**src/rtl/load_switch_i2t_protector_top_macros.svh**
```systemverilog
// Assertion macros for the load switch protector.
// Included by the top level; no other dependencies.
`ifndef LOAD_SWITCH_I2T_PROTECTOR_TOP_MACROS_SVH
`define LOAD_SWITCH_I2T_PROTECTOR_TOP_MACROS_SVH
`ifndef SYNTHESIS
// Same-cycle implication checked at every rising edge outside reset.
`define LSP_ASSERT_IMPL(label, clk, rst, ante, cons) \
   label: assert property (@(posedge clk) disable iff (rst) (ante) |-> (cons)) \
      else $error("implication check failed");
// Next-cycle implication checked at every rising edge outside reset.
`define LSP_ASSERT_NEXT(label, clk, rst, ante, cons) \
   label: assert property (@(posedge clk) disable iff (rst) (ante) |=> (cons)) \
      else $error("next-cycle check failed");
`else
`define LSP_ASSERT_IMPL(label, clk, rst, ante, cons)
`define LSP_ASSERT_NEXT(label, clk, rst, ante, cons)
`endif
`endif

```
**src/rtl/lsp_pkg.sv**
```systemverilog
// Shared types and constants for the load switch protector.
// No dependencies.
package lsp_pkg;

   // Register indexes on the configuration port.
   localparam logic [2:0] REG_MAX_VOLTAGE     = 3'd0;
   localparam logic [2:0] REG_MIN_VOLTAGE     = 3'd1;
   localparam logic [2:0] REG_NOMINAL_CURRENT = 3'd2;
   localparam logic [2:0] REG_MAXIMUM_CURRENT = 3'd3;
   localparam logic [2:0] REG_I2T_RATING      = 3'd4;

   // Trip modes.
   localparam logic [1:0] TRIP_NONE = 2'd0;
   localparam logic [1:0] TRIP_OC   = 2'd1;
   localparam logic [1:0] TRIP_VOLT = 2'd2;

   // Divider operand widths.
   localparam int VDIV_W = 23;
   localparam int VREF_W = 12;
   localparam int IDIV_W = 30;
   localparam int IDEN_W = 18;

   // Fixed-point gains: 1536 for voltage, 153600 and 61440 for current, 37 for the divisor.
   localparam logic [IDIV_W-1:0] I_VOLT_GAIN = 30'd153600;
   localparam logic [IDIV_W-1:0] I_CUR_GAIN  = 30'd61440;
   localparam logic [IDEN_W-1:0] I_DEN_GAIN  = 18'd37;
   localparam logic [8:0]        OFF_LOAD_Q8 = 9'd33;

   typedef struct packed {
      logic [7:0] max_voltage;
      logic [7:0] min_voltage;
      logic [7:0] nominal_current;
      logic [7:0] maximum_current;
      logic [7:0] i2t_rating;
   } cfg_type;

   // A prepared tick waiting for the divider.
   typedef struct packed {
      logic [VDIV_W-1:0] vdiv;
      logic [VREF_W-1:0] vref;
      logic [IDIV_W-1:0] imag;
      logic [IDEN_W-1:0] iden;
      logic              ineg;
      logic              vref_zero;
      logic [7:0]        cmd;
      logic [7:0]        hold;
   } prep_type;

endpackage

```
**src/rtl/lsp_if.sv**
```systemverilog
// Channel interfaces for ticks in and results out.
// No dependencies.
interface lsp_req_if;
   logic        valid;
   logic        ready;
   logic [11:0] volt_sample;
   logic [11:0] current_sample;
   logic [11:0] vref_sample;
   logic [7:0]  command_bits;
   logic [7:0]  diag_hold_bits;

   modport source (output valid, volt_sample, current_sample, vref_sample, command_bits,
                   diag_hold_bits, input ready);
   modport sink (input valid, volt_sample, current_sample, vref_sample, command_bits,
                 diag_hold_bits, output ready);
endinterface

interface lsp_rsp_if;
   logic        valid;
   logic        ready;
   logic [7:0]  relay_drive;
   logic        measure_valid;
   logic [7:0]  current_whole;
   logic [6:0]  current_hundredths;
   logic [7:0]  voltage_tenths;
   logic [2:0]  warning_flags;
   logic [17:0] fault_code_bits;
   logic [7:0]  locked_loads;

   modport source (output valid, relay_drive, measure_valid, current_whole,
                   current_hundredths, voltage_tenths, warning_flags, fault_code_bits,
                   locked_loads, input ready);
   modport sink (input valid, relay_drive, measure_valid, current_whole,
                 current_hundredths, voltage_tenths, warning_flags, fault_code_bits,
                 locked_loads, output ready);
endinterface

```
**src/rtl/lsp_div.sv**
```systemverilog
// Restoring serial divider, one quotient bit per cycle.
// No dependencies.
module lsp_div #(
   parameter int DW = 30,
   parameter int SW = 18
) (
   input  logic          clock,
   input  logic          reset,
   input  logic          start,
   input  logic [DW-1:0] dividend,
   input  logic [SW-1:0] divisor,
   output logic          busy,
   output logic [DW-1:0] quotient
);
   localparam int CW = $clog2(DW + 1);

   logic          busy_ff, busy_in;
   logic [CW-1:0] cnt_ff, cnt_in;
   logic [SW-1:0] rem_ff, rem_in;
   logic [DW-1:0] quo_ff, quo_in;
   logic [SW-1:0] dsr_ff, dsr_in;
   logic [SW:0]   trial;

   // One trial subtraction per cycle; dividend bits leave at the top of quo_ff.
   always_comb begin
      busy_in = busy_ff;
      cnt_in  = cnt_ff;
      rem_in  = rem_ff;
      quo_in  = quo_ff;
      dsr_in  = dsr_ff;
      trial   = {rem_ff, quo_ff[DW-1]};
      if (start) begin
         busy_in = 1'b1;
         cnt_in  = CW'(DW);
         rem_in  = '0;
         quo_in  = dividend;
         dsr_in  = divisor;
      end else if (busy_ff) begin
         if (trial >= {1'b0, dsr_ff}) begin
            rem_in = SW'(trial - {1'b0, dsr_ff});
            quo_in = {quo_ff[DW-2:0], 1'b1};
         end else begin
            rem_in = trial[SW-1:0];
            quo_in = {quo_ff[DW-2:0], 1'b0};
         end
         cnt_in = cnt_ff - 1'b1;
         if (cnt_ff == CW'(1)) begin
            busy_in = 1'b0;
         end
      end
   end

   always_ff @(posedge clock) begin
      if (reset) begin
         busy_ff <= 1'b0;
         cnt_ff  <= '0;
      end else begin
         busy_ff <= busy_in;
         cnt_ff  <= cnt_in;
      end
      rem_ff <= rem_in;
      quo_ff <= quo_in;
      dsr_ff <= dsr_in;
   end

   assign busy     = busy_ff;
   assign quotient = quo_ff;
endmodule

```
**src/rtl/lsp_front.sv**
```systemverilog
// Front end: accepts ticks, prepares divider operands and queues them.
// Depends on lsp_pkg and lsp_req_if.
module lsp_front (
   input  logic               clock,
   input  logic               reset,
   lsp_req_if.sink            req_port,
   input  logic               q_pop,
   output logic               q_valid,
   output lsp_pkg::prep_type  q_data
);
   lsp_pkg::prep_type         mem_ff [2];
   lsp_pkg::prep_type         prep;
   logic                      wr_ptr_ff, wr_ptr_in;
   logic                      rd_ptr_ff, rd_ptr_in;
   logic [1:0]                count_ff, count_in;
   logic                      push;
   logic [lsp_pkg::IDIV_W-1:0] pos, neg;

   // Operand preparation: scaled numerators, divisor and sign of the current.
   always_comb begin
      pos            = lsp_pkg::IDIV_W'(req_port.volt_sample) * lsp_pkg::I_VOLT_GAIN;
      neg            = lsp_pkg::IDIV_W'(req_port.current_sample) * lsp_pkg::I_CUR_GAIN;
      prep.vdiv      = {1'b0, req_port.volt_sample, 10'b0}
                       + {2'b0, req_port.volt_sample, 9'b0};
      prep.vref      = req_port.vref_sample;
      prep.ineg      = pos < neg;
      prep.imag      = prep.ineg ? (neg - pos) : (pos - neg);
      prep.iden      = lsp_pkg::IDEN_W'(req_port.vref_sample) * lsp_pkg::I_DEN_GAIN;
      prep.vref_zero = req_port.vref_sample == '0;
      prep.cmd       = req_port.command_bits;
      prep.hold      = req_port.diag_hold_bits;
   end

   // Two-entry queue between front and back.
   assign req_port.ready = count_ff != 2'd2;
   assign push           = req_port.valid && req_port.ready;
   assign q_valid        = count_ff != 2'd0;
   assign q_data         = mem_ff[rd_ptr_ff];

   always_comb begin
      wr_ptr_in = push ? ~wr_ptr_ff : wr_ptr_ff;
      rd_ptr_in = q_pop ? ~rd_ptr_ff : rd_ptr_ff;
      count_in  = count_ff + {1'b0, push} - {1'b0, q_pop};
   end

   always_ff @(posedge clock) begin
      if (reset) begin
         wr_ptr_ff <= 1'b0;
         rd_ptr_ff <= 1'b0;
         count_ff  <= 2'd0;
      end else begin
         wr_ptr_ff <= wr_ptr_in;
         rd_ptr_ff <= rd_ptr_in;
         count_ff  <= count_in;
      end
      if (push) begin
         mem_ff[wr_ptr_ff] <= prep;
      end
   end
endmodule

```
**src/rtl/lsp_back.sv**
```systemverilog
// Back end: divisions, I2t accumulator, shedding, fault search and result register.
// Depends on lsp_pkg, lsp_rsp_if and lsp_div.
module lsp_back #(
   parameter int NUM_LOADS  = 8,
   parameter int HEAT_WIDTH = 32
) (
   input  logic              clock,
   input  logic              reset,
   input  lsp_pkg::cfg_type  cfg,
   input  logic              q_valid,
   input  lsp_pkg::prep_type q_data,
   output logic              q_pop,
   lsp_rsp_if.source         rsp_port
);
   localparam int EW = (HEAT_WIDTH > 21) ? HEAT_WIDTH + 1 : 22;
   localparam int NL = NUM_LOADS;

   typedef enum logic [4:0] {
      ST_IDLE = 5'b00001,
      ST_DIV  = 5'b00010,
      ST_CUR  = 5'b00100,
      ST_SQR  = 5'b01000,
      ST_UPD  = 5'b10000
   } state_type;

   state_type state_ff, state_in;

   logic                        start, commit;
   logic                        vbusy, ibusy;
   logic [lsp_pkg::VDIV_W-1:0]  vq;
   logic [lsp_pkg::IDIV_W-1:0]  iq;

   logic              vref_zero_ff, ineg_ff;
   logic [NL-1:0]     cmd_ff, hold_ff;
   logic [31:0]       cur_ff, cur_in;
   logic [23:0]       v_ff, v_in;
   logic [20:0]       inc_ff, inc_in;

   // Architectural state.
   logic [1:0]            warm_ff, warm_in;
   logic [HEAT_WIDTH-1:0] heat_ff, heat_in;
   logic [1:0]            trip_ff, trip_in;
   logic [NL-1:0]         status_ff, status_in;
   logic [NL-1:0]         marks_ff, marks_in;
   logic [1:0]            strike_ff [NL];
   logic [1:0]            strike_in [NL];
   logic [NL-1:0]         lock_ff, lock_in;
   logic [2:0]            warn_ff, warn_in;
   logic [17:0]           fault_ff, fault_in;

   // Result register.
   logic        rsp_valid_ff;
   logic [7:0]  relay_ff, whole_ff, tenths_ff;
   logic [6:0]  hund_ff;
   logic        meas_ff;
   logic [7:0]  relay_in, whole_in, tenths_in;
   logic [6:0]  hund_in;

   // Shared work signals.
   logic [3:0]    off_cnt;
   logic [31:0]   q_signed;
   logic [33:0]   sq;
   logic [36:0]   sq5;
   logic          meas_valid, cur_le_nom, cur_le_max, uv, ov, found;
   logic [15:0]   nom_sq;
   logic [EW-1:0] heat_e, thr_e, rate_e, sum_e, heat_max_e;
   logic [NL-1:0] low, marks_nx;
   logic [14:0]   hund_prod;
   logic [27:0]   tenths_prod;

   lsp_div #(.DW(lsp_pkg::VDIV_W), .SW(lsp_pkg::VREF_W)) u_vdiv (
      .clock(clock), .reset(reset), .start(start), .dividend(q_data.vdiv),
      .divisor(q_data.vref), .busy(vbusy), .quotient(vq)
   );

   lsp_div #(.DW(lsp_pkg::IDIV_W), .SW(lsp_pkg::IDEN_W)) u_idiv (
      .clock(clock), .reset(reset), .start(start), .dividend(q_data.imag),
      .divisor(q_data.iden), .busy(ibusy), .quotient(iq)
   );

   assign start  = (state_ff == ST_IDLE) && q_valid;
   assign q_pop  = start;
   assign commit = (state_ff == ST_UPD) && (!rsp_valid_ff || rsp_port.ready);

   // Sequencer.
   always_comb begin
      state_in = state_ff;
      unique case (state_ff)
         ST_IDLE: if (q_valid) state_in = ST_DIV;
         ST_DIV:  if (!vbusy && !ibusy) state_in = ST_CUR;
         ST_CUR:  state_in = ST_SQR;
         ST_SQR:  state_in = ST_UPD;
         ST_UPD:  if (commit) state_in = ST_IDLE;
         default: state_in = ST_IDLE;
      endcase
   end

   // Current and voltage in 1/256 units, with the off-load correction.
   always_comb begin
      off_cnt = '0;
      for (int n = 0; n < NL; n++) begin
         off_cnt = off_cnt + {3'b0, ~status_ff[n]};
      end
      q_signed = ineg_ff ? (32'd0 - {2'b0, iq}) : {2'b0, iq};
      if (vref_zero_ff) begin
         cur_in = 32'h7FFF_FFFF;
         v_in   = 24'hFF_FFFF;
      end else begin
         cur_in = q_signed - 32'(lsp_pkg::OFF_LOAD_Q8 * 9'(off_cnt));
         v_in   = {1'b0, vq};
      end
   end

   // Heat increment I*I*5/65536, only used while the current lies in (0, 255 A].
   always_comb begin
      sq     = cur_ff[16:0] * cur_ff[16:0];
      sq5    = {1'b0, sq, 2'b0} + {3'b0, sq};
      inc_in = sq5[36:16];
   end

   // Per-tick state update.
   always_comb begin
      meas_valid = warm_ff[1];
      warm_in    = meas_valid ? warm_ff : warm_ff + 2'd1;
      heat_max_e = EW'({HEAT_WIDTH{1'b1}});
      heat_e     = EW'(heat_ff);
      nom_sq     = cfg.nominal_current * cfg.nominal_current;
      thr_e      = EW'({nom_sq, 2'b0}) + EW'(nom_sq);
      rate_e     = EW'(cfg.i2t_rating * 18'd1000);
      cur_le_nom = $signed(cur_ff) <= $signed({16'b0, cfg.nominal_current, 8'b0});
      cur_le_max = $signed(cur_ff) <= $signed({16'b0, cfg.maximum_current, 8'b0});
      uv         = {8'b0, cfg.min_voltage, 8'b0} > v_ff;
      ov         = {8'b0, cfg.max_voltage, 8'b0} < v_ff;
      status_in  = status_ff;
      trip_in    = trip_ff;
      marks_in   = marks_ff;
      strike_in  = strike_ff;
      lock_in    = lock_ff;
      warn_in    = warn_ff;
      fault_in   = fault_ff;
      found      = 1'b0;
      low        = '0;
      sum_e      = '0;
      marks_nx   = marks_ff >> 1;

      if (trip_ff == lsp_pkg::TRIP_NONE) begin
         status_in = (status_ff & hold_ff) | (cmd_ff & ~hold_ff);
      end

      if (meas_valid) begin
         // Accumulator: cool, heat or trip.
         if (cur_le_nom) begin
            if (heat_e >= thr_e) begin
               heat_e = heat_e - thr_e;
            end else begin
               // Strike the highest load of the lowest run of search marks.
               if (!uv) begin
                  for (int n = 0; n < NL; n++) begin
                     if (!found && marks_ff[n] && !marks_nx[n]) begin
                        strike_in[n] = strike_ff[n] + 2'd1;
                        fault_in[n]  = 1'b1;
                        found        = 1'b1;
                     end
                  end
                  if (!found) begin
                     fault_in[7:0] = '0;
                  end
               end
               warn_in[0] = 1'b0;
               heat_e     = '0;
               marks_in   = '0;
               trip_in    = lsp_pkg::TRIP_NONE;
            end
         end else if (cur_le_max) begin
            sum_e      = heat_e + EW'(inc_ff);
            warn_in[0] = 1'b1;
            heat_e     = (sum_e > heat_max_e) ? heat_max_e : sum_e;
            if (rate_e <= heat_e) begin
               trip_in = lsp_pkg::TRIP_OC;
            end
         end else begin
            warn_in[0] = 1'b1;
            trip_in    = lsp_pkg::TRIP_OC;
         end

         // Under-voltage keeps only the first two loads.
         if (uv) begin
            warn_in[1] = 1'b1;
            trip_in    = lsp_pkg::TRIP_VOLT;
            status_in  = status_in & NL'(3);
            fault_in[8] = 1'b1;
         end else begin
            warn_in[1]  = 1'b0;
            fault_in[8] = 1'b0;
         end

         // Over-voltage sheds everything.
         if (ov) begin
            warn_in[2]  = 1'b1;
            fault_in[9] = 1'b1;
            trip_in     = lsp_pkg::TRIP_VOLT;
            status_in   = '0;
         end else begin
            warn_in[2]  = 1'b0;
            fault_in[9] = 1'b0;
         end

         // Search step: switch off loads up to and including the lowest one on.
         if (trip_in == lsp_pkg::TRIP_OC && status_in != '0) begin
            low       = status_in ^ (status_in - 1'b1);
            status_in = status_in & ~low;
            marks_in  = marks_in | low;
         end

         // Three strikes lock a load.
         for (int n = 0; n < NL; n++) begin
            if (strike_in[n] == 2'd3) begin
               lock_in[n]      = 1'b1;
               strike_in[n]    = 2'd0;
               fault_in[10+n]  = 1'b1;
            end else begin
               fault_in[10+n]  = 1'b0;
            end
         end
         status_in = status_in & ~lock_in;
      end
      heat_in = heat_e[HEAT_WIDTH-1:0];
   end

   // Reported measurement fields.
   always_comb begin
      hund_prod   = cur_ff[7:0] * 7'd100;
      tenths_prod = {v_ff, 3'b0} + {3'b0, v_ff, 1'b0};
      whole_in    = '0;
      hund_in     = '0;
      tenths_in   = '0;
      relay_in    = '0;
      if (meas_valid) begin
         relay_in = 8'(status_in);
         if (cur_ff[31]) begin
            whole_in = '0;
            hund_in  = '0;
         end else if (cur_ff[30:16] != '0) begin
            whole_in = 8'd255;
            hund_in  = 7'd99;
         end else begin
            whole_in = cur_ff[15:8];
            hund_in  = hund_prod[14:8];
         end
         tenths_in = (tenths_prod[27:16] != '0) ? 8'd255 : tenths_prod[15:8];
      end
   end

   always_ff @(posedge clock) begin
      if (reset) begin
         state_ff     <= ST_IDLE;
         rsp_valid_ff <= 1'b0;
         warm_ff      <= '0;
         heat_ff      <= '0;
         trip_ff      <= lsp_pkg::TRIP_NONE;
         status_ff    <= '0;
         marks_ff     <= '0;
         lock_ff      <= '0;
         warn_ff      <= '0;
         fault_ff     <= '0;
         for (int n = 0; n < NL; n++) begin
            strike_ff[n] <= '0;
         end
      end else begin
         state_ff <= state_in;
         if (commit) begin
            rsp_valid_ff <= 1'b1;
            warm_ff      <= warm_in;
            heat_ff      <= heat_in;
            trip_ff      <= trip_in;
            status_ff    <= status_in;
            marks_ff     <= marks_in;
            lock_ff      <= lock_in;
            warn_ff      <= warn_in;
            fault_ff     <= fault_in;
            strike_ff    <= strike_in;
         end else if (rsp_port.ready) begin
            rsp_valid_ff <= 1'b0;
         end
      end
      // Working registers of the current tick.
      if (start) begin
         vref_zero_ff <= q_data.vref_zero;
         ineg_ff      <= q_data.ineg;
         cmd_ff       <= q_data.cmd[NL-1:0];
         hold_ff      <= q_data.hold[NL-1:0];
      end
      if (state_ff == ST_CUR) begin
         cur_ff <= cur_in;
         v_ff   <= v_in;
      end
      if (state_ff == ST_SQR) begin
         inc_ff <= inc_in;
      end
      if (commit) begin
         relay_ff  <= relay_in;
         meas_ff   <= meas_valid;
         whole_ff  <= whole_in;
         hund_ff   <= hund_in;
         tenths_ff <= tenths_in;
      end
   end

   assign rsp_port.valid              = rsp_valid_ff;
   assign rsp_port.relay_drive        = relay_ff;
   assign rsp_port.measure_valid      = meas_ff;
   assign rsp_port.current_whole      = whole_ff;
   assign rsp_port.current_hundredths = hund_ff;
   assign rsp_port.voltage_tenths     = tenths_ff;
   assign rsp_port.warning_flags      = warn_ff;
   assign rsp_port.fault_code_bits    = fault_ff;
   assign rsp_port.locked_loads       = 8'(lock_ff);
endmodule

```
**src/rtl/load_switch_i2t_protector_top.sv**
```systemverilog
// Top level of the load switch protector: configuration registers, front and back.
// Depends on lsp_pkg, lsp_if, lsp_front, lsp_back and the assertion macro header.
//
//   Channel    Direction  Handshake           Content
//   req_port   in         valid/ready         ADC samples, load commands, hold bits
//   rsp_port   out        valid/ready         relay drive, measurements, flags, faults
//   csr (APB)  in         psel/penable/pready five 8-bit limit registers
//
// A tick passes into the queue, then through the two serial dividers (the 30-bit current
// quotient takes longest), then through ST_CUR, ST_SQR and ST_UPD to finish and register.
// The front queue holds two ticks, so the source keeps sending while one is worked on.
// Reset is synchronous and clears all protection state; no clearing pass is needed.
// A waiting result holds the back end in its final update step, so the next tick's divisions wait.
`include "load_switch_i2t_protector_top_macros.svh"
module load_switch_i2t_protector_top #(
   parameter int NUM_LOADS  = 8,
   parameter int HEAT_WIDTH = 32
) (
   input  logic        clock,
   input  logic        reset,
   lsp_req_if.sink     req_port,
   lsp_rsp_if.source   rsp_port,
   input  logic        psel,
   input  logic        penable,
   input  logic        pwrite,
   input  logic [4:0]  paddr,
   input  logic [31:0] pwdata,
   output logic [31:0] prdata,
   output logic        pready
);
   lsp_pkg::cfg_type  cfg_ff, cfg_in;
   lsp_pkg::prep_type q_data;
   logic              q_valid, q_pop;
   logic              wr_en;

   // Register writes on the access phase.
   assign pready = 1'b1;
   assign wr_en  = psel && penable && pwrite;

   always_comb begin
      cfg_in = cfg_ff;
      if (wr_en) begin
         unique case (paddr[4:2])
            lsp_pkg::REG_MAX_VOLTAGE:     cfg_in.max_voltage     = pwdata[7:0];
            lsp_pkg::REG_MIN_VOLTAGE:     cfg_in.min_voltage     = pwdata[7:0];
            lsp_pkg::REG_NOMINAL_CURRENT: cfg_in.nominal_current = pwdata[7:0];
            lsp_pkg::REG_MAXIMUM_CURRENT: cfg_in.maximum_current = pwdata[7:0];
            lsp_pkg::REG_I2T_RATING:      cfg_in.i2t_rating      = pwdata[7:0];
            default: cfg_in = cfg_ff;
         endcase
      end
   end

   // Register read-back.
   always_comb begin
      unique case (paddr[4:2])
         lsp_pkg::REG_MAX_VOLTAGE:     prdata = {24'b0, cfg_ff.max_voltage};
         lsp_pkg::REG_MIN_VOLTAGE:     prdata = {24'b0, cfg_ff.min_voltage};
         lsp_pkg::REG_NOMINAL_CURRENT: prdata = {24'b0, cfg_ff.nominal_current};
         lsp_pkg::REG_MAXIMUM_CURRENT: prdata = {24'b0, cfg_ff.maximum_current};
         lsp_pkg::REG_I2T_RATING:      prdata = {24'b0, cfg_ff.i2t_rating};
         default:                      prdata = '0;
      endcase
   end

   always_ff @(posedge clock) begin
      if (reset) begin
         cfg_ff <= '0;
      end else begin
         cfg_ff <= cfg_in;
      end
   end

   lsp_front u_front (
      .clock(clock), .reset(reset), .req_port(req_port),
      .q_pop(q_pop), .q_valid(q_valid), .q_data(q_data)
   );

   lsp_back #(.NUM_LOADS(NUM_LOADS), .HEAT_WIDTH(HEAT_WIDTH)) u_back (
      .clock(clock), .reset(reset), .cfg(cfg_ff), .q_valid(q_valid),
      .q_data(q_data), .q_pop(q_pop), .rsp_port(rsp_port)
   );

   // A locked load is never driven.
   `LSP_ASSERT_IMPL(a_lock_off, clock, reset, rsp_port.valid,
      (rsp_port.relay_drive & rsp_port.locked_loads) == 8'd0)
   // Over-voltage sheds every load.
   `LSP_ASSERT_IMPL(a_ov_shed, clock, reset, rsp_port.valid && rsp_port.warning_flags[2],
      rsp_port.relay_drive == 8'd0)
   // The over-voltage fault code follows its warning flag.
   `LSP_ASSERT_IMPL(a_ov_code, clock, reset, rsp_port.valid,
      rsp_port.fault_code_bits[9] == rsp_port.warning_flags[2])
   // Warm-up results carry no measurements.
   `LSP_ASSERT_IMPL(a_warmup, clock, reset, rsp_port.valid && !rsp_port.measure_valid,
      rsp_port.current_whole == 8'd0 && rsp_port.voltage_tenths == 8'd0)
   // The queue is only popped when it holds a tick.
   `LSP_ASSERT_IMPL(a_pop_ok, clock, reset, q_pop, q_valid)
endmodule
```
**src/flat_wrapper.sv**
```systemverilog
// flat-port wrapper written by rule: the top's interface ports become plain ports
module load_switch_i2t_protector_top_flat 
#(
   parameter int NUM_LOADS  = 8,
   parameter int HEAT_WIDTH = 32
)
  (clock, reset, psel, penable, pwrite, paddr, pwdata, prdata, pready, req_port_valid, req_port_volt_sample, req_port_current_sample, req_port_vref_sample, req_port_command_bits, req_port_diag_hold_bits, req_port_ready, rsp_port_valid, rsp_port_relay_drive, rsp_port_measure_valid, rsp_port_current_whole, rsp_port_current_hundredths, rsp_port_voltage_tenths, rsp_port_warning_flags, rsp_port_fault_code_bits, rsp_port_locked_loads, rsp_port_ready);
  lsp_req_if req_port_i ();
  lsp_rsp_if rsp_port_i ();
  input  logic clock;
  input  logic reset;
  input  logic psel;
  input  logic penable;
  input  logic pwrite;
  input  logic [4:0] paddr;
  input  logic [31:0] pwdata;
  output logic [31:0] prdata;
  output logic pready;
  input wire logic [$bits(req_port_i.valid)-1:0] req_port_valid;
  input wire logic [$bits(req_port_i.volt_sample)-1:0] req_port_volt_sample;
  input wire logic [$bits(req_port_i.current_sample)-1:0] req_port_current_sample;
  input wire logic [$bits(req_port_i.vref_sample)-1:0] req_port_vref_sample;
  input wire logic [$bits(req_port_i.command_bits)-1:0] req_port_command_bits;
  input wire logic [$bits(req_port_i.diag_hold_bits)-1:0] req_port_diag_hold_bits;
  output wire logic [$bits(req_port_i.ready)-1:0] req_port_ready;
  output wire logic [$bits(rsp_port_i.valid)-1:0] rsp_port_valid;
  output wire logic [$bits(rsp_port_i.relay_drive)-1:0] rsp_port_relay_drive;
  output wire logic [$bits(rsp_port_i.measure_valid)-1:0] rsp_port_measure_valid;
  output wire logic [$bits(rsp_port_i.current_whole)-1:0] rsp_port_current_whole;
  output wire logic [$bits(rsp_port_i.current_hundredths)-1:0] rsp_port_current_hundredths;
  output wire logic [$bits(rsp_port_i.voltage_tenths)-1:0] rsp_port_voltage_tenths;
  output wire logic [$bits(rsp_port_i.warning_flags)-1:0] rsp_port_warning_flags;
  output wire logic [$bits(rsp_port_i.fault_code_bits)-1:0] rsp_port_fault_code_bits;
  output wire logic [$bits(rsp_port_i.locked_loads)-1:0] rsp_port_locked_loads;
  input wire logic [$bits(rsp_port_i.ready)-1:0] rsp_port_ready;
  assign req_port_i.valid = req_port_valid;
  assign req_port_i.volt_sample = req_port_volt_sample;
  assign req_port_i.current_sample = req_port_current_sample;
  assign req_port_i.vref_sample = req_port_vref_sample;
  assign req_port_i.command_bits = req_port_command_bits;
  assign req_port_i.diag_hold_bits = req_port_diag_hold_bits;
  assign req_port_ready = req_port_i.ready;
  assign rsp_port_valid = rsp_port_i.valid;
  assign rsp_port_relay_drive = rsp_port_i.relay_drive;
  assign rsp_port_measure_valid = rsp_port_i.measure_valid;
  assign rsp_port_current_whole = rsp_port_i.current_whole;
  assign rsp_port_current_hundredths = rsp_port_i.current_hundredths;
  assign rsp_port_voltage_tenths = rsp_port_i.voltage_tenths;
  assign rsp_port_warning_flags = rsp_port_i.warning_flags;
  assign rsp_port_fault_code_bits = rsp_port_i.fault_code_bits;
  assign rsp_port_locked_loads = rsp_port_i.locked_loads;
  assign rsp_port_i.ready = rsp_port_ready;
  load_switch_i2t_protector_top #(.NUM_LOADS(NUM_LOADS), .HEAT_WIDTH(HEAT_WIDTH)) u_core (.clock(clock), .reset(reset), .req_port(req_port_i), .rsp_port(rsp_port_i), .psel(psel), .penable(penable), .pwrite(pwrite), .paddr(paddr), .pwdata(pwdata), .prdata(prdata), .pready(pready));
endmodule
```
**config.mk**
```make
export PLATFORM = sky130hd
export DESIGN_NAME = load_switch_i2t_protector_top_flat
export DESIGN_NICKNAME = d
export VERILOG_FILES = /design/src/rtl/lsp_pkg.sv /design/src/rtl/lsp_if.sv /design/src/rtl/lsp_div.sv /design/src/rtl/lsp_front.sv /design/src/rtl/lsp_back.sv /design/src/rtl/load_switch_i2t_protector_top.sv /design/src/flat_wrapper.sv
export VERILOG_INCLUDE_DIRS = /design/src /design/src/rtl
export SDC_FILE = /design/constraint.sdc
export NUM_CORES = 2
export LEC_CHECK = 0
export BUFFER_PORTS_ARGS = -buffer_cell sky130_fd_sc_hd__buf_2
export CAP_MARGIN = 0
export CORE_MARGIN = 5
export CORE_UTILIZATION = 50
export DETAILED_ROUTE_END_ITERATION = 7
export PLACE_DENSITY = 0.75
export SETUP_SLACK_MARGIN = 0.2
export SLEW_MARGIN = 15
export SYNTH_ARGS = -nofsm -noshare
export SYNTH_HDL_FRONTEND = slang
export SYNTH_HIERARCHICAL = 1
export SYNTH_SLANG_ARGS = --single-unit
```
**constraint.sdc**
```tcl
create_clock -name clock -period 8.1 [get_ports clock]
set_input_delay 1.62 -clock clock [delete_from_list [all_inputs] [get_ports clock]]
set_output_delay 1.62 -clock clock [all_outputs]
set_load 0.005 [all_outputs]
```
==> Word level (Yosys, flattened, before mapping) <==
Memories as Yosys holds them, arrays and structs flattened. A register that Yosys moved wholly into a read port is not among the register bits.
Cells that the tools add are included.
{ "totals": {"register_bits": 399, "mem_bits_rw": 202, "in_bits": 96, "out_inout_bits": 96, "wordCells": 396, "n_memories": 1} }
{ "classes": {"add_sub_neg": 33, "mul": 8, "order_cmp": 10, "eq_ne": 33, "mux": 155, "n_bitwise": 23, "reduce_logical": 71} }
{ "memory_table": {"columns": ["memory", "words", "width", "rd", "rd_clocked_by_memory_dff", "wr", "line", "text"], "rows": [
  ["u_core.u_front.mem_ff", 2, 101, 1, 1, 1, "lsp_front.sv:11", "lsp_pkg::prep_type mem_ff [2];"]
]} }
{ "op_table": {"columns": ["operator", "n"], "rows": [
  ["32-bit 2-to-1 mux", 4],
  ["8-bit 2-to-1 mux", 14],
  ["1-bit 2-to-1 mux", 90],
  ["30-bit 2-to-1 mux", 3],
  ["32-bit by 17-bit less-or-equal comparator with 1-bit output", 2],
  ["16-bit 2-to-1 mux", 4],
  ["2-bit 2-to-1 mux", 24],
  ["6-bit AND reduction", 8],
  ["23-bit 2-to-1 mux", 2],
  ["8-bit one-hot mux with 5 select lines", 1],
  ["36-bit by 34-bit adder with 37-bit output", 1],
  ["5-bit 2-to-1 mux", 7],
  ["17-bit by 17-bit multiplier with 34-bit output", 1],
  ["32-bit by 21-bit adder with 33-bit output", 1],
  ["33-bit by 32-bit greater-than comparator with 1-bit output, second input constant", 1],
  ["18-bit by 33-bit less-or-equal comparator with 1-bit output", 1],
  ["33-bit 2-to-1 mux", 1],
  ["8-bit bitwise AND", 4],
  ["32-bit by 19-bit >= comparator with 1-bit output", 1],
  ["32-bit by 10-bit subtractor with 32-bit output", 1],
  ["32-bit by 19-bit subtractor with 32-bit output", 1],
  ["1-bit by 30-bit subtractor with 31-bit output, first input constant", 1],
  ["30-bit by 28-bit < comparator with 1-bit output", 1],
  ["28-bit by 30-bit subtractor with 30-bit output", 1],
  ["60 further kinds", 158]
]} }

==> Longest topological paths before layout <==
{ "depth": {"ltp_word": 68, "ltp_mapped": 39, "depth_no_buf": 37} }

==> Modules after synthesis <==
The synthesis kept the hierarchy.
{ "modules_own_cells": {"columns": ["mod", "instances", "cells_each", "area_each_um2", "seq_area_each_um2"], "rows": [
  ["lsp_back", 1, 3371, 29552.1, 5835.6],
  ["lsp_front", 1, 1019, 11813.8, 4784.6],
  ["lsp_div at u_core.u_back.u_idiv", 1, 332, 3743.6, 1921.8],
  ["lsp_div at u_core.u_back.u_vdiv", 1, 232, 2745.1, 1411.4],
  ["load_switch_i2t_protector_top", 1, 223, 2199.6, 800.8]
]} }

==> Worst setup path before layout <==
Ideal clock, no wire load.
{ "synth_timing": {"kind": "reg2reg", "start": "register u_core.u_back.cur_ff[14]", "end": "register u_core.u_back.inc_ff[20], data pin", "setup_ps": 255, "arrival_ps": 7903, "required_time_ps": 7845, "slack_ps": -58, "stages_incl_launch_ff": 35, "path_buffers": 2, "period_less_slack_ps": 8158, "path_cell_list": "edfxtp_1 -> clkbuf_1 -> clkbuf_1 -> nand2_1 -> inv_1 -> fa_1 -> inv_1 -> fa_1 -> inv_1 -> fa_1 -> inv_1 -> fa_1 -> fa_1 -> inv_1 -> fa_1 -> ha_1 -> a21o_1 -> a21oi_1 -> nand2b_1 -> a2111oi_0 -> o21bai_1 -> a21oi_1 -> o2111ai_1 -> a21oi_1 -> xnor2_1 -> ha_1 -> a21o_1 -> a21o_1 -> a21oi_1 -> o21ai_0 -> a2bb2oi_1 -> a21oi_1 -> o21a_1 -> o21a_1 -> and2_1"} }
{ "synth_via": {"elab_chain_len": 2} }
{ "synth_rtl": {"columns": ["element", "line", "text"], "rows": [
  ["start: declaration", "lsp_back.sv:35", "logic [31:0] cur_ff, cur_in;"],
  ["start signal: assignment", "lsp_back.sv:294", "cur_ff <= cur_in;"],
  ["17-bit by 17-bit multiplier with 34-bit output", "lsp_back.sv:116", "sq = cur_ff[16:0] * cur_ff[16:0];"],
  ["36-bit by 34-bit adder with 37-bit output", "lsp_back.sv:117", "sq5 = {1'b0, sq, 2'b0} + {3'b0, sq};"],
  ["named net u_core.u_back.sq5[36]", "lsp_back.sv:63", "logic [36:0] sq5;"],
  ["end signal: assignment", "lsp_back.sv:298", "inc_ff <= inc_in;"],
  ["end: declaration", "lsp_back.sv:37", "logic [20:0] inc_ff, inc_in;"]
]} }
The timed path passes the listed nets, and every way through them passes these cells.
A chain may end at the register's enable or synchronous reset.

==> Final worst setup path <==
{ "layout_timing": {"start": "register u_core.u_back.cur_ff[13]", "end": "register u_core.u_back.inc_ff[20], data pin"} }
The elaborated chain is that of the path after synthesis.

==> flow_summary.yaml <==
sta:
  setup-violations-final: 0
  finalHoldViolations: 0
  final.min_clock_period_ns: 7.91
  layout_worst_path_cycle_share: 0.976
  max_clock_freq_mhz: 126
  worst_clock_skew_ns: 0.0752
  maxSlewHeadroom: 0.250
  postLayoutSetupSlackWorst_ns: 0.195
  fin_hold_ws_ns: 0.451
  final_slew_viol_count: 0
  rsz_0062_raised_after_global_routing: "yes"
  setup_total_negative_slack_ns: 0
  worstMarginPinSlew_ns: 1.12
place:
  placement.io_buffers: 140
  place.detailed.hpwl_um: 94200
  globalplace.congestion: 0.936
  detailedPlace.worstSlack_ns: -0.486
yosys:
  postSynth.asyncResetShare: 0
  syn_area_per_cell_um2: 9.67
  postSynthCellCount: 5177
  syn-cell-area_um2: 50100
  synth-warning-count: 6
  synth_cell_type_count: 120
  synth_ff_type: "sky130_fd_sc_hd__edfxtp_1"
  ys_ff_latch: 554
  synth-edff-count: 366
  synth-seq-area-share: 0.295
power_and_ir_drop:
  power.density_nw_per_um2: 291
  power.net_switching_uw: 6810
  internal_power_uw: 9930
  p_clk_frac: 0.160
  ir_worst_vdd_mv: 0.307
  p_sw_frac: 0.407
  seqPwrFrac: 0.274
  power.share.combinational: 0.566
  static-leakage-power_uw: 0.0259
setup_path:
  timing.critical_path.from_type: "flop"
  worst-path-buf-inv: 8
  worst_path_largest_cell_delay_ns: 0.57
  timing.critical_path.required_ns: 8.53
  critical_path.slowest_cell: "sky130_fd_sc_hd__fa_1"
  critPathArrivalTime_ns: 8.33
  critPathTopFamily: "adder cells"
  crit_type: "reg -> reg"
  path_max_fanout: 5
  worstSetupEndpointType: "flop"
global_route:
  grt.busiest_layer: "met2"
  gr-usage-met1: 0.285
  globalRouteMet2Util: 0.382
  grt_pass1_wl_um: 196000
  global_route.overflow_total: 0
  grt_pass1_vias: 38900
  grt_max_degree: 73
  globalRouteMet3Util: 0.0354
  grt_antenna_before_repair: 7
  track_usage: 0.221
floorplanning:
  design.die.area_um2: 107000
  design.portCount: 192
  start_util: 0.502
  chipWidth_um: 326
  floorplan.core_area_um2: 99700
  placement_rows: 116
  die_y_um: 326
job:
  timing.max_cap.violations: 0
finish:
  fin_nets: 6539
  layout-drive-gt1-share: 0.190
  syn2layout_area_growth_pct: 15.2
  utilization: 0.578
  num_antenna_cells: 0
clock_tree:
  cts_inserted_buffers: 60
  cts_hold_repair.buffers: 0
  worst_skew_pair.late_latency_ns: 0.67
  clock-sinks: 554
  htree_num_levels: 2
  cts_tree: "built"
  cts.clk_slew.worst_paths_ns: 0.06
  cts_root_buf: "sky130_fd_sc_hd__clkbuf_16"
  cts.path.max_buffers: 3
route:
  drc_errors: 0
  drtPass1Iterations: 6
  drt_via_density: 5.65
  first_iter_violations: 2672
  routedWlPerCell_um: 17.7
  drtAntennaViolNets: 0
  dr_total_vias: 39100
  routed_wl_um: 122000
outcome:
  run_status: "complete, no violations"
min_path:
  min_path_type: "reg -> reg"
cell type report:
type / count / area [um2]
tap: 1298 / 1620
multi-input combinational: 3847 / 33300
fill: 8238 / 42100
clock buffer: 80 / 1640
sequential: 554 / 14800
timing repair buffer: 505 / 3620
inverter: 612 / 2340
clock inverter: 32 / 314
flip-flops by register name (all words and copies together) (netlist names), 18 cells and up, named ones only:
| name | count |
|---|---|
| u_core/u_back/u_idiv/quotient | 30 |
| u_core/u_back/cur_ff | 32 |
| u_core/u_front/mem_ff | 156 |
| u_core/u_back/v_ff | 24 |
| u_core/u_back/u_idiv/dsr_ff | 18 |
| u_core/u_back/u_idiv/rem_ff | 18 |
| u_core/u_back/heat_ff | 32 |
| u_core/u_back/inc_ff | 21 |
| u_core/cfg_ff | 40 |
| u_core/u_back/u_vdiv/quotient | 23 |
final timing paths:
| path | slack (ns) | cells past startpoint | from | endpoint |
|---|---|---|---|---|
| min reg2reg | 0.45 | 2 | u_core/u_back/rsp_port.fault_code_bits[17] | u_core/u_back/rsp_port.fault_code_bits[17] |
| max | 0.19 | 33 | u_core/u_back/cur_ff[13] | u_core/u_back/inc_ff[20] |
| max reg2reg | 0.19 | 33 | u_core/u_back/cur_ff[13] | u_core/u_back/inc_ff[20] |
| min | 0.45 | 2 | u_core/u_back/rsp_port.fault_code_bits[17] | u_core/u_back/rsp_port.fault_code_bits[17] |
through the flow:
stage	area (um2)	power [uW]	cells
2_1_floorplan	50300	11200	5219
4_1_cts	56500	16500	6889
3_3_place_gp	53800	13300	6742
3_5_place_dp	53800	13500	6742
5_1_grt	57600	18100	6928
6_report	57600	16700	6928
layer usage:
layer	vias up	part of all wire	wire, um
met5	-	0.00027	33
met4	6	0.035	4220
met3	255	0.061	7490
met2	1126	0.48	59200
met1	18900	0.42	51400
li1	18900	-	-
layout by cell type (no fill, tap or decap), types with 84 or more instances in the layout:
cell	Yosys	routed
sky130_fd_sc_hd__a21o_1	84	84
sky130_fd_sc_hd__mux2_2	131	131
sky130_fd_sc_hd__mux2i_1	89	88
sky130_fd_sc_hd__nor3_1	97	89
sky130_fd_sc_hd__inv_1	607	586
sky130_fd_sc_hd__nand2_1	331	317
sky130_fd_sc_hd__xor2_1	114	111
sky130_fd_sc_hd__fa_1	296	284
sky130_fd_sc_hd__nand2b_1	92	91
sky130_fd_sc_hd__buf_2	13	139
sky130_fd_sc_hd__nor2_1	355	327
sky130_fd_sc_hd__dfxtp_1	188	179
sky130_fd_sc_hd__a21oi_1	295	268
sky130_fd_sc_hd__ha_1	567	547
sky130_fd_sc_hd__edfxtp_1	366	366
sky130_fd_sc_hd__buf_4	55	332
sky130_fd_sc_hd__o21ai_0	196	189
sky130_fd_sc_hd__xnor2_1	188	174
worst reg2reg max path: cells and delay by family (launching register included):
| family | cells | cell delay (ns) |
|---|---|---|
| AND/OR/NAND/NOR | 7 | 1.09 |
| XOR/XNOR | 1 | 0.14 |
| AO/OA/AOI/OAI | 9 | 1.55 |
| buffers and inverters | 8 | 0.96 |
| flip-flops | 1 | 0.40 |
| adder cells (fa/ha/maj) | 8 | 3.56 |
power by group through the flow:
stage | Sequential [uW] | Combinational (uW) | Clock (uW)
final | 4590 | 9470 | 2690
after global routing | 4660 | 10500 | 2880
after CTS | 4590 | 9110 | 2750
after detailed placement | 4640 | 8870 | 0
after global placement | 4610 | 8660 | 0
after floorplan | 4490 | 6700 | 0
synth_stat cells, drive strengths merged, types with 39 or more instances:
cell | n | area [um2]
edfxtp | 366 | 11000
nor4 | 39 | 272
xnor2 | 188 | 1650
fa | 296 | 5930
a21oi | 299 | 1510
nor2 | 356 | 1350
dfxtp | 188 | 3760
or2 | 55 | 347
o21bai | 40 | 300
inv | 607 | 2280
nor2b | 63 | 402
and2 | 66 | 413
nand2 | 334 | 1260
nand2b | 92 | 576
ha | 567 | 7090
o211ai | 40 | 305
mux2 | 139 | 1570
nor3 | 97 | 485
o21a | 42 | 315
buf | 85 | 594
nand3 | 66 | 340
o21ai | 246 | 1260
xor2 | 116 | 1030
mux2i | 90 | 913
clkbuf | 121 | 459
a21o | 84 | 631
cell families after synthesis:
kind of cell             Yosys count  share of synthesized area
adder cells (fa/ha/maj)          863                      0.260
AND/OR/NAND/NOR                 1347                      0.136
buffers and inverters            818                     0.0669
XOR/XNOR                         304                     0.0535
AO/OA/AOI/OAI                   1058                      0.139
multiplexers                     229                     0.0497
other                              4                   0.000300
flip-flops                       554                      0.295
timing repair:
item / 4_1_cts / 5_1_grt
setup endpoints to repair: 108 / 108
gates cloned: 1 / 0
resized for setup: 109 / 198
pin swaps: 77 / 161
setup buffers: 34 / 39
No activity file was read; power rests on OpenSTA's default activity.
